## src/rtl/core/lfs_pkg.sv

```systemverilog
package lfs_pkg;

	// Command codes carried in the cmd field
	localparam logic [1:0] CMD_TICK = 2'd0;
	localparam logic [1:0] CMD_ON   = 2'd1;
	localparam logic [1:0] CMD_OFF  = 2'd2;
	localparam logic [1:0] CMD_LOAD = 2'd3;

	// Register indexes on the APB port (byte address / 4)
	localparam logic REG_SEQ_LEN = 1'b0;
	localparam logic REG_PAUSE   = 1'b1;

	localparam int SEQ_LEN_W  = 5;
	localparam int PAUSE_W    = 8;
	localparam int ENTRY_W    = 4;
	localparam int PHASE_W    = 3;
	localparam int APB_ADDR_W = 3;
	localparam int APB_DATA_W = 32;

	// Input transaction
	typedef struct packed {
		logic [1:0]  cmd;
		logic [3:0]  entry_index;
		logic [31:0] entry_pattern;
		logic [7:0]  entry_flashes;
		logic [7:0]  entry_on_ticks;
		logic [7:0]  entry_off_ticks;
	} in_item_t;

	// Result transaction
	typedef struct packed {
		logic [31:0] shown_pattern;
		logic        refresh;
		logic [2:0]  phase;
		logic [3:0]  entry_now;
	} out_item_t;

	// One pattern table slot
	typedef struct packed {
		logic [31:0] pattern;
		logic [7:0]  flashes;
		logic [7:0]  on_ticks;
		logic [7:0]  off_ticks;
	} slot_t;

endpackage

```

## src/rtl/core/led_flash_sequencer.sv

```systemverilog
// Path: an accepted transaction lands in the input register; the combinational machine pass
// writes its result into the output register once that register can take it.
// Throughput: one transaction per cycle while out_stall does not hold the output register.
// Reset: phase idle, entry pointer, counters and pattern cleared, sequence_length 1,
// repeat_pause 0. The pattern table is not cleared; slots are undefined until loaded.
module led_flash_sequencer #(
	parameter int TABLE_DEPTH = 16
) (
	input  logic                             clk,
	input  logic                             arst_n,
	input  logic                             in_valid,
	output logic                             in_stall,
	input  lfs_pkg::in_item_t                in_data,
	output logic                             out_valid,
	input  logic                             out_stall,
	output lfs_pkg::out_item_t               out_data,
	input  logic                             psel,
	input  logic                             penable,
	input  logic                             pwrite,
	input  logic [lfs_pkg::APB_ADDR_W-1:0]   paddr,
	input  logic [lfs_pkg::APB_DATA_W-1:0]   pwdata,
	output logic [lfs_pkg::APB_DATA_W-1:0]   prdata,
	output logic                             pready
);
	import lfs_pkg::*;

	// Longest playable sequence and slots reachable by a 4-bit load index
	localparam int LEN_MAX = (TABLE_DEPTH < 31) ? TABLE_DEPTH : 31;
	localparam int SLOTS   = (TABLE_DEPTH < 16) ? TABLE_DEPTH : 16;
	localparam int PTR_W   = (LEN_MAX > 1) ? $clog2(LEN_MAX) : 1;
	localparam int IDX_W   = (SLOTS > 1) ? $clog2(SLOTS) : 1;
	localparam int CMP_W   = SEQ_LEN_W + 1;

	typedef enum logic [2:0] {
		PH_IDLE   = 3'd0,
		PH_START  = 3'd1,
		PH_ON     = 3'd2,
		PH_OFF    = 3'd3,
		PH_REPEAT = 3'd4,
		PH_STOP   = 3'd5
	} phase_t;

	// Configuration registers
	logic [SEQ_LEN_W-1:0] seq_len_q;
	logic [PAUSE_W-1:0]   pause_q;

	// Sequencer state
	phase_t         phase_q;
	logic [PTR_W-1:0] ptr_q;
	logic [7:0]     flash_cnt_q;
	logic [7:0]     tick_q;
	logic [31:0]    pattern_q;
	logic [7:0]     cur_flashes_q;
	logic [7:0]     cur_off_q;
	slot_t          table_q [SLOTS];

	// Input and output registers
	logic      valid_s1;
	in_item_t  item_s1;
	logic      out_valid_q;
	out_item_t out_data_q;

	logic advance;

	// Next-state values from one machine pass
	phase_t         phase_n;
	logic [PTR_W-1:0] ptr_n;
	logic [7:0]     flash_cnt_n;
	logic [7:0]     tick_n;
	logic [31:0]    pattern_n;
	logic [7:0]     cur_flashes_n;
	logic [7:0]     cur_off_n;
	logic           refresh_n;
	logic           do_begin;
	logic           is_load;
	slot_t          rd_slot;
	logic [SEQ_LEN_W-1:0] eff_len;
	logic [7:0]     fc_inc;
	logic [CMP_W-1:0] ptr_inc;

	// APB port: always ready, registers at 0 and 4
	assign pready = 1'b1;

	always_comb begin
		if (paddr[2] == REG_SEQ_LEN) begin
			prdata = APB_DATA_W'(seq_len_q);
		end else begin
			prdata = APB_DATA_W'(pause_q);
		end
	end

	always_ff @(posedge clk or negedge arst_n) begin
		if (!arst_n) begin
			seq_len_q <= SEQ_LEN_W'(1);
			pause_q   <= '0;
		end else if (psel && penable && pwrite) begin
			if (paddr[2] == REG_SEQ_LEN) begin
				seq_len_q <= pwdata[SEQ_LEN_W-1:0];
			end else begin
				pause_q <= pwdata[PAUSE_W-1:0];
			end
		end
	end

	// Handshake: input register moves on whenever the output register can take it
	assign advance   = valid_s1 && (!out_valid_q || !out_stall);
	assign in_stall  = valid_s1 && !advance;
	assign out_valid = out_valid_q;
	assign out_data  = out_data_q;

	always_ff @(posedge clk or negedge arst_n) begin
		if (!arst_n) begin
			valid_s1 <= 1'b0;
		end else if (in_valid && !in_stall) begin
			valid_s1 <= 1'b1;
		end else if (advance) begin
			valid_s1 <= 1'b0;
		end
	end

	always_ff @(posedge clk) begin
		if (in_valid && !in_stall) begin
			item_s1 <= in_data;
		end
	end

	// Effective sequence length: zero acts as one, limited by the table depth
	always_comb begin
		eff_len = seq_len_q;
		if (eff_len == '0) begin
			eff_len = SEQ_LEN_W'(1);
		end
		if (32'(eff_len) > LEN_MAX) begin
			eff_len = SEQ_LEN_W'(LEN_MAX);
		end
	end

	assign is_load = (item_s1.cmd == CMD_LOAD) && (32'(item_s1.entry_index) < TABLE_DEPTH);

	// One machine pass: command first, then the phase step
	always_comb begin
		phase_n       = phase_q;
		ptr_n         = ptr_q;
		flash_cnt_n   = flash_cnt_q;
		tick_n        = tick_q;
		pattern_n     = pattern_q;
		cur_flashes_n = cur_flashes_q;
		cur_off_n     = cur_off_q;
		refresh_n     = 1'b0;
		do_begin      = 1'b0;
		fc_inc        = flash_cnt_q + 8'd1;
		ptr_inc       = CMP_W'(ptr_q) + CMP_W'(1);

		// command
		case (item_s1.cmd)
			CMD_TICK: begin
				if (tick_q != 8'd0) begin
					tick_n = tick_q - 8'd1;
				end
			end
			CMD_ON:  phase_n = PH_START;
			CMD_OFF: phase_n = PH_STOP;
			CMD_LOAD: begin
				if (phase_q != PH_IDLE && phase_q != PH_STOP) begin
					phase_n = PH_START;
				end
			end
			default: ;
		endcase

		// phase step; pointer is settled before the slot is read
		case (phase_n)
			PH_IDLE: ;
			PH_START: begin
				ptr_n       = '0;
				flash_cnt_n = '0;
				do_begin    = 1'b1;
			end
			PH_ON, PH_OFF: begin
				if (tick_n == 8'd0) begin
					if (phase_n == PH_ON && cur_off_q != 8'd0) begin
						// go dark for the off time
						pattern_n = '0;
						phase_n   = PH_OFF;
						tick_n    = cur_off_q;
						refresh_n = 1'b1;
					end else begin
						// flash ends
						flash_cnt_n = fc_inc;
						if (fc_inc == cur_flashes_q) begin
							flash_cnt_n = '0;
							ptr_inc     = ptr_inc;
						end else begin
							ptr_inc = CMP_W'(ptr_q);
						end
						if (ptr_inc >= CMP_W'(eff_len)) begin
							ptr_n = '0;
							if (pause_q == '0) begin
								do_begin = 1'b1;
							end else begin
								tick_n  = pause_q;
								phase_n = PH_REPEAT;
							end
						end else begin
							ptr_n    = PTR_W'(ptr_inc);
							do_begin = 1'b1;
						end
					end
				end
			end
			PH_REPEAT: begin
				if (tick_n == 8'd0) begin
					do_begin = 1'b1;
				end
			end
			default: begin
				phase_n   = PH_IDLE;
				pattern_n = '0;
				refresh_n = 1'b1;
			end
		endcase

		// slot read, with the load of this same transaction forwarded
		rd_slot = table_q[ptr_n[IDX_W-1:0]];
		if (is_load && 32'(item_s1.entry_index) == 32'(ptr_n)) begin
			rd_slot.pattern   = item_s1.entry_pattern;
			rd_slot.flashes   = item_s1.entry_flashes;
			rd_slot.on_ticks  = item_s1.entry_on_ticks;
			rd_slot.off_ticks = item_s1.entry_off_ticks;
		end

		// entry begins
		if (do_begin) begin
			tick_n        = rd_slot.on_ticks;
			pattern_n     = rd_slot.pattern;
			cur_flashes_n = rd_slot.flashes;
			cur_off_n     = rd_slot.off_ticks;
			phase_n       = PH_ON;
			refresh_n     = 1'b1;
		end
	end

	// State update
	always_ff @(posedge clk or negedge arst_n) begin
		if (!arst_n) begin
			phase_q     <= PH_IDLE;
			ptr_q       <= '0;
			flash_cnt_q <= '0;
			tick_q      <= '0;
			pattern_q   <= '0;
		end else if (advance) begin
			phase_q     <= phase_n;
			ptr_q       <= ptr_n;
			flash_cnt_q <= flash_cnt_n;
			tick_q      <= tick_n;
			pattern_q   <= pattern_n;
		end
	end

	// Cached flash count and off time of the entry in play
	always_ff @(posedge clk) begin
		if (advance) begin
			cur_flashes_q <= cur_flashes_n;
			cur_off_q     <= cur_off_n;
		end
	end

	// Pattern table
	always_ff @(posedge clk) begin
		if (advance && is_load) begin
			table_q[item_s1.entry_index[IDX_W-1:0]] <= {item_s1.entry_pattern,
				item_s1.entry_flashes, item_s1.entry_on_ticks, item_s1.entry_off_ticks};
		end
	end

	// Output register
	always_ff @(posedge clk or negedge arst_n) begin
		if (!arst_n) begin
			out_valid_q <= 1'b0;
		end else if (advance) begin
			out_valid_q <= 1'b1;
		end else if (!out_stall) begin
			out_valid_q <= 1'b0;
		end
	end

	always_ff @(posedge clk) begin
		if (advance) begin
			out_data_q.shown_pattern <= pattern_n;
			out_data_q.refresh       <= refresh_n;
			out_data_q.phase         <= phase_n;
			out_data_q.entry_now     <= ENTRY_W'(ptr_n);
		end
	end

	// A dark phase always shows a blank pattern
	a_dark_blank: assert property (@(posedge clk) disable iff (!arst_n)
		(out_valid_q && (out_data_q.phase == PH_OFF || out_data_q.phase == PH_IDLE))
		|-> (out_data_q.shown_pattern == '0))
		else $error("dark phase with non-blank pattern");

	// The entry in play stays inside the longest playable sequence
	a_ptr_range: assert property (@(posedge clk) disable iff (!arst_n)
		(phase_q == PH_ON || phase_q == PH_OFF) |-> (CMP_W'(ptr_q) < CMP_W'(LEN_MAX)))
		else $error("entry pointer beyond table");

	// Input is held back only while a finished result waits
	a_stall_cause: assert property (@(posedge clk) disable iff (!arst_n)
		in_stall |-> (out_valid_q && out_stall && valid_s1))
		else $error("input stalled without a waiting result");

	// A result that is not a refresh keeps the previous pattern
	a_refresh_hold: assert property (@(posedge clk) disable iff (!arst_n)
		(advance && !refresh_n) |-> (pattern_n == pattern_q))
		else $error("pattern changed without refresh");

endmodule
```

## config.mk

```make
export PLATFORM = sky130hd
export DESIGN_NAME = led_flash_sequencer
export DESIGN_NICKNAME = d
export VERILOG_FILES = /design/src/rtl/core/lfs_pkg.sv /design/src/rtl/core/led_flash_sequencer.sv
export SDC_FILE = /design/constraint.sdc
export NUM_CORES = 1
export LEC_CHECK = 0
export BUFFER_PORTS_ARGS = -buffer_cell sky130_fd_sc_hd__buf_4
export CORE_MARGIN = 2
export CORE_UTILIZATION = 35
export CTS_BUF_LIST = sky130_fd_sc_hd__clkbuf_16
export DETAILED_ROUTE_END_ITERATION = 8
export HOLD_SLACK_MARGIN = 0.12
export PLACE_DENSITY = 0.61
export SYNTH_ARGS = -nofsm -noshare
export SYNTH_HDL_FRONTEND = slang
export SYNTH_SLANG_ARGS = --single-unit
```

## constraint.sdc

```tcl
create_clock -name clk -period 9.5 [get_ports clk]
set_input_delay 1.425 -clock clk [delete_from_list [all_inputs] [get_ports clk]]
set_output_delay 1.425 -clock clk [all_outputs]
set_load 0.05 [all_outputs]
```

# Word-level counts from Yosys, hierarchy flattened
# Memories as Yosys holds them, arrays and structs flattened.
# Index checks and enable logic that the tools add are counted.
# totals
register_bits,188
ramBits,896
inputBits,104
word_cells,122
n_memories,1
# memory_table
memory,depth,width,rd,rd_clocked_by_memory_dff,wr,line_no,source
table_q,16,56,1,0,1,led_flash_sequencer.sv:55,slot_t table_q [SLOTS];
# classes
addsub,3
magnitude_cmp,2
eq_ne,13
mux,51
bitwise,1
reduce_logical,30
# op_table
operator,count
two-way mux 32 bit,3
two-way mux 8 bit,12
one-hot mux 32 bit (2 select lines),1
two-way mux 56 bit,1
two-way mux 3 bit,6
two-way mux 6 bit,3
logical NOT 8 bit,2
one-hot mux 8 bit (2 select lines),1
nonzero test 8 bit,2
two-way mux 5 bit,3
two-way mux 1 bit,13
two-way mux 4 bit,3
logical AND 1 bit,9
one-hot mux 3 bit (3 select lines),1
"adder 8 x 1 -> 8 bit, second input constant",1
== test 8 bit,1
one-hot mux 4 bit (2 select lines),1
"subtractor 8 x 1 -> 8 bit, second input constant",1
"== test 3 x 2 -> 1 bit, second input constant",2
>= comparator 6 x 5 -> 1 bit,1
one-hot mux 3 bit (2 select lines),1
AND reduction 2 bit,3
"adder 4 x 1 -> 5 bit, second input constant",1
"greater-than comparator 5 bit, second input constant",1
other kinds (21),27

# Logic depth before layout (Yosys ltp)
# logic_depth
depth_word,18
ltp_mapped,22
ltp_nobuf,19

# Worst setup path before layout
# Ideal clock, no wire load.
# synth_path
kind,input to register
start,input out_stall
end,memory table_q[3][0] (netlist bit) (enable)
setup_ns,0.539
t_arrival_ns,5.944
required_ns,8.961
path_slack_ns,3.017
stages,6
n_path_buf,0
path_cell_list,nand2_1 > nand2_1 > inv_1 > and3_1 > nand3_1 > nor3_1
# synth_between
elab_chain_cells,6
# synth_rtl
element,line_no,source
"start, declared",led_flash_sequencer.sv:15,"input logic out_stall,"
logical NOT 1 bit,n/a,
logical OR 1 bit,led_flash_sequencer.sv:106,assign advance = valid_s1 && (!out_valid_q || !out_stall);
logical AND 1 bit,led_flash_sequencer.sv:106,
logical AND 1 bit,led_flash_sequencer.sv:270,if (advance && is_load) begin
two-way mux 1 bit,led_flash_sequencer.sv:270,
two-way mux 1 bit (implied by the code),led_flash_sequencer.sv:271,"table_q[item_s1.entry_index[IDX_W-1:0]] <= {item_s1.entry_pattern,"
"end, declared",led_flash_sequencer.sv:55,
# No other way between the ends.

# Worst setup path after layout
# layout_path
start,register flash_cnt_q[0]
end,register out_data_q (netlist bit out_data[35]) (data pin)
# layout_between
elab_chain_cells,15
word_cells_on_any_way,20
classes_between,1 x add/sub; 1 x order compare; 2 x eq/ne; 14 x mux; 1 x reduce/logical; 1 x memory
# layout_rtl
element,line_no,source
"start, declared",led_flash_sequencer.sv:50,logic [7:0] flash_cnt_q;
"start signal, assigned",led_flash_sequencer.sv:254,flash_cnt_q <= flash_cnt_n;
adder 8 x 1 -> 8 bit *,led_flash_sequencer.sv:151,fc_inc = flash_cnt_q + 8'd1;
== test 8 bit *,led_flash_sequencer.sv:190,if (fc_inc == cur_flashes_q) begin
two-way mux 5 bit *,led_flash_sequencer.sv:190,
two-way mux 6 bit *,led_flash_sequencer.sv:181,if (phase_n == PH_ON && cur_off_q != 8'd0) begin
two-way mux 6 bit *,led_flash_sequencer.sv:180,if (tick_n == 8'd0) begin
two-way mux 6 bit *,led_flash_sequencer.sv:172,case (phase_n)
branches (longest 8 deep; another with memory (16 x 56 bit)),n/a,
two-way mux 32 bit *,led_flash_sequencer.sv:233,if (do_begin) begin
net pattern_n[27],led_flash_sequencer.sv:70,logic [31:0] pattern_n;
"end, declared",led_flash_sequencer.sv:61,out_item_t out_data_q;
# Mark *: on every way through the listed nets, which the timed path passes. The select of a mux whose other input is x is not followed.
# A chain may end at the register's enable or synchronous reset.

==> flow_summary.ini <==
[clock_network]
clock-sinks = 1084
tritoncts = yes
hold_buffers = 0
path_clk_slew_ps = 60
cts_buffer_depth = 3
cts_buffers = 103
cts_setup_buffers = 0
post_cts_resized = 0
ctsRootBufferMaster = clkbuf_16
clk_latency_ps = 690
cts_htree_levels = 3

[die]
num_rows = 129
core-area_mm2 = 0.124
die-width_um = 357
ios = 179
initial_utilization_pct = 35.3
die_h_um = 357
die_area_mm2 = 0.128

[drt]
wire_per_inst_um = 24.0
vias_per_cell = 5.44
dr.pass1.iters = 6
routed_wl_um = 115000
route.vias.total = 26100
drc = 0
drtIter0Drc = 2897
ant_nets = 0

[power]
peakVddDrop_mv = 0.152
finalPower_w = 0.0106
p_per_area_mw_per_mm2 = 211
p_leak_nw = 17.2

[timing]
fmax_ghz = 0.141
relSlewSlack_pct = 28.4
hold_viol_final = 0
setup_viol = 0
maxSlewViolCount = 0
tns_ps = 0
min_period_over_period_pct = 74.5
rsz0062_at_grt = no
clock-skew-final_ps = 24.4
finalCriticalPeriod_ps = 7080
worstMarginPinSlew_ps = 1070

[yosys]
synth_edf_count = 1014
yosys.area.top_type_share_pct = 69.7
synth_area_leaders = edfxtp_1 (70%), mux2i_1 (5.5%), nand2_1 (4.2%), dfrtp_1 (4.0%), nand3_1 (1.7%)
synth_largest_area_cell = edfxtp_1
synth_ff_type = edfxtp_1
synth_cell_type_count = 79
yosysWarnings = 0
synthArstFlopShare_pct = 6.46
syn_inst = 2958
ys_seq_area_share_pct = 73.7
syn_area_per_cell_um2 = 14.8
synth_area_mm2 = 0.0437
synth-seq-cells = 1084

[critical_path]
crit_arrival_ps = 7480
cp_max_fo = 36
critPathRequiredTime_ps = 9900
cp_slowest_stage_delay_ps = 630
r2r_start = flash_cnt_q[0]
worstSetupEndpointType = flop
cp-startpoint = flash_cnt_q[0]
slowest_stage = o31ai_1
critPathKind = flop to flop
r2r_slack_ps = 2420
worstSetupStartpointType = flop
cp_cell_sequence = ha_1 > nand3_2 > or3_1 > a211oi_2 > nand4_1 > xnor2_1 > ha_1 > a21oi_1 > o21ai_0 > a21boi_1 > nand3_1 > nor4_1 > a21oi_1 > a2111oi_0 > nand4b_1 > buf_4 > inv_4 > nor4_1 > o31ai_1

[job]
cap_violations = 0

[place]
hpwl_um = 59800
place.gp.congestion = 0.802
dp_cells = 4606
portBuffers = 127

[status]
status = complete, no violations

[global_routing]
grt_pass1_wl_um = 167000
globalRoute.totalOverflow = 0
antenna_found_initial = 2
grt_pass1_vias = 24700
grt_max_degree = 172
grt_use_total_pct = 17.7

[final_layout]
final_cells = 4802
drive_gt1_share_pct = 13.5
fin_nets = 3187
num_antenna_cells = 0
syn2layout_area_growth_pct = 14.3
final_util_pct = 40.4

[hold_path]
hold_path.class = flop to flop
hp-start = pattern_q[15]
-- routing by layer --
layer | GRT usage, % | share of wire (%) | wire length [um] | vias to the layer above
li1 | - | - | - | 11600
met1 | 24.4 | 43 | 49600 | 13300
met2 | 28.6 | 47 | 54500 | 1033
met3 | 2.94 | 6.9 | 8010 | 188
met4 | 5.45 | 2.7 | 3170 | 0
met5 | 0 | 0 | 0 | -
-- flip-flops by register name (all words and copies together), names as in the netlist --
register       count
cur_flashes_q      8
item_s1           62
pause_q            8
flash_cnt_q        8
cur_off_q          8
pattern_q         32
phase_q            3
table_q          896
seq_len_q          5
valid_s1           1
ptr_q              4
out_valid          1
tick_q             8
out_data          40
-- logic make-up (layout without fill, tap and decap cells) --
kind of cell,Yosys count,after routing,synth area share [%]
flip-flops,1084,1084,73.7
AND/OR/NAND/NOR,924,924,9.60
AO/OA/AOI/OAI,446,446,7.46
multiplexers,261,261,6.03
buffers and inverters,215,399,2.62
XOR/XNOR,17,17,0.341
adder cells (fa/ha/maj),9,9,0.258
other,2,25,0.0172
-- critical path: cells and delay by family (launching register included) --
family                   cells  cell delay, ps
AO/OA/AOI/OAI                7            2590
XOR/XNOR                     1             220
AND/OR/NAND/NOR              7            1940
flip-flops                   1             450
adder cells (fa/ha/maj)      2             600
buffers and inverters        2             950
-- worst paths after layout --
check                                      to  cells past startpoint
worst min-delay path            pattern_q[15]                      2
min in group asynchronous           tick_q[0]                      1
worst max register to register   out_data[35]                     19
worst max-delay path             out_data[35]                     19
worst min register to register  pattern_q[15]                      2
max in group asynchronous       pattern_q[20]                      2
-- cell usage in the layout (no fill, tap or decap), types with 53 or more instances in the layout --
cell	Yosys	final
edfxtp_1	1014	1014
a22oi_1	53	53
and3_1	67	67
clkbuf_16	0	106
o31ai_1	65	65
nand3_1	145	145
nor2_1	104	89
nand2_1	492	490
mux2i_1	242	242
dfrtp_1	69	69
a21oi_1	98	97
buf_4	45	182
-- final cells by class --
cell class / count / area, um^2
clock inverter: 90 / 921
inverter: 18 / 85.1
timing repair buffer: 185 / 1430
multi-input combinational: 1682 / 10600
fill: 11200 / 73800
clock buffer: 106 / 2650
tap: 1637 / 2050
sequential: 1084 / 32200
-- report_power, final --
part | switching (W) | total (W) | internal, W
sequential | 0.000178 | 0.00557 | 0.00539
clock | 0.00178 | 0.00429 | 0.00252
combinational | 0.000482 | 0.000698 | 0.000216
total | 0.00244 | 0.0106 | 0.00812
-- per-stage QoR --
step / cell area (um^2) / worst slack, ps / hold WS (ps)
after floorplan: 43800 / 3020 / 448
after global placement: 46400 / 2520 / 459
after detailed placement: 46400 / 2470 / 466
after CTS: 50000 / 2460 / 481
after global routing: 50000 / 1820 / 505
final: 50000 / 2420 / 480
-- cells in the mapped netlist (all sizes together), types with 9 or more instances --
cell type	n
and2	9
o21ai	29
a31oi	19
a32oi	35
a221oi	23
a222oi	32
o22ai	34
dfrtp	69
nor4	40
nand3	147
ha	9
clkbuf	63
a21oi	99
xnor2	9
o31ai	65
mux2	19
nand2	493
nor3	14
nor2	109
edfxtp	1014
mux2i	242
inv	18
buf	134
and3	67
a22oi	54
Note: power is estimated with default switching activity, not from simulation.
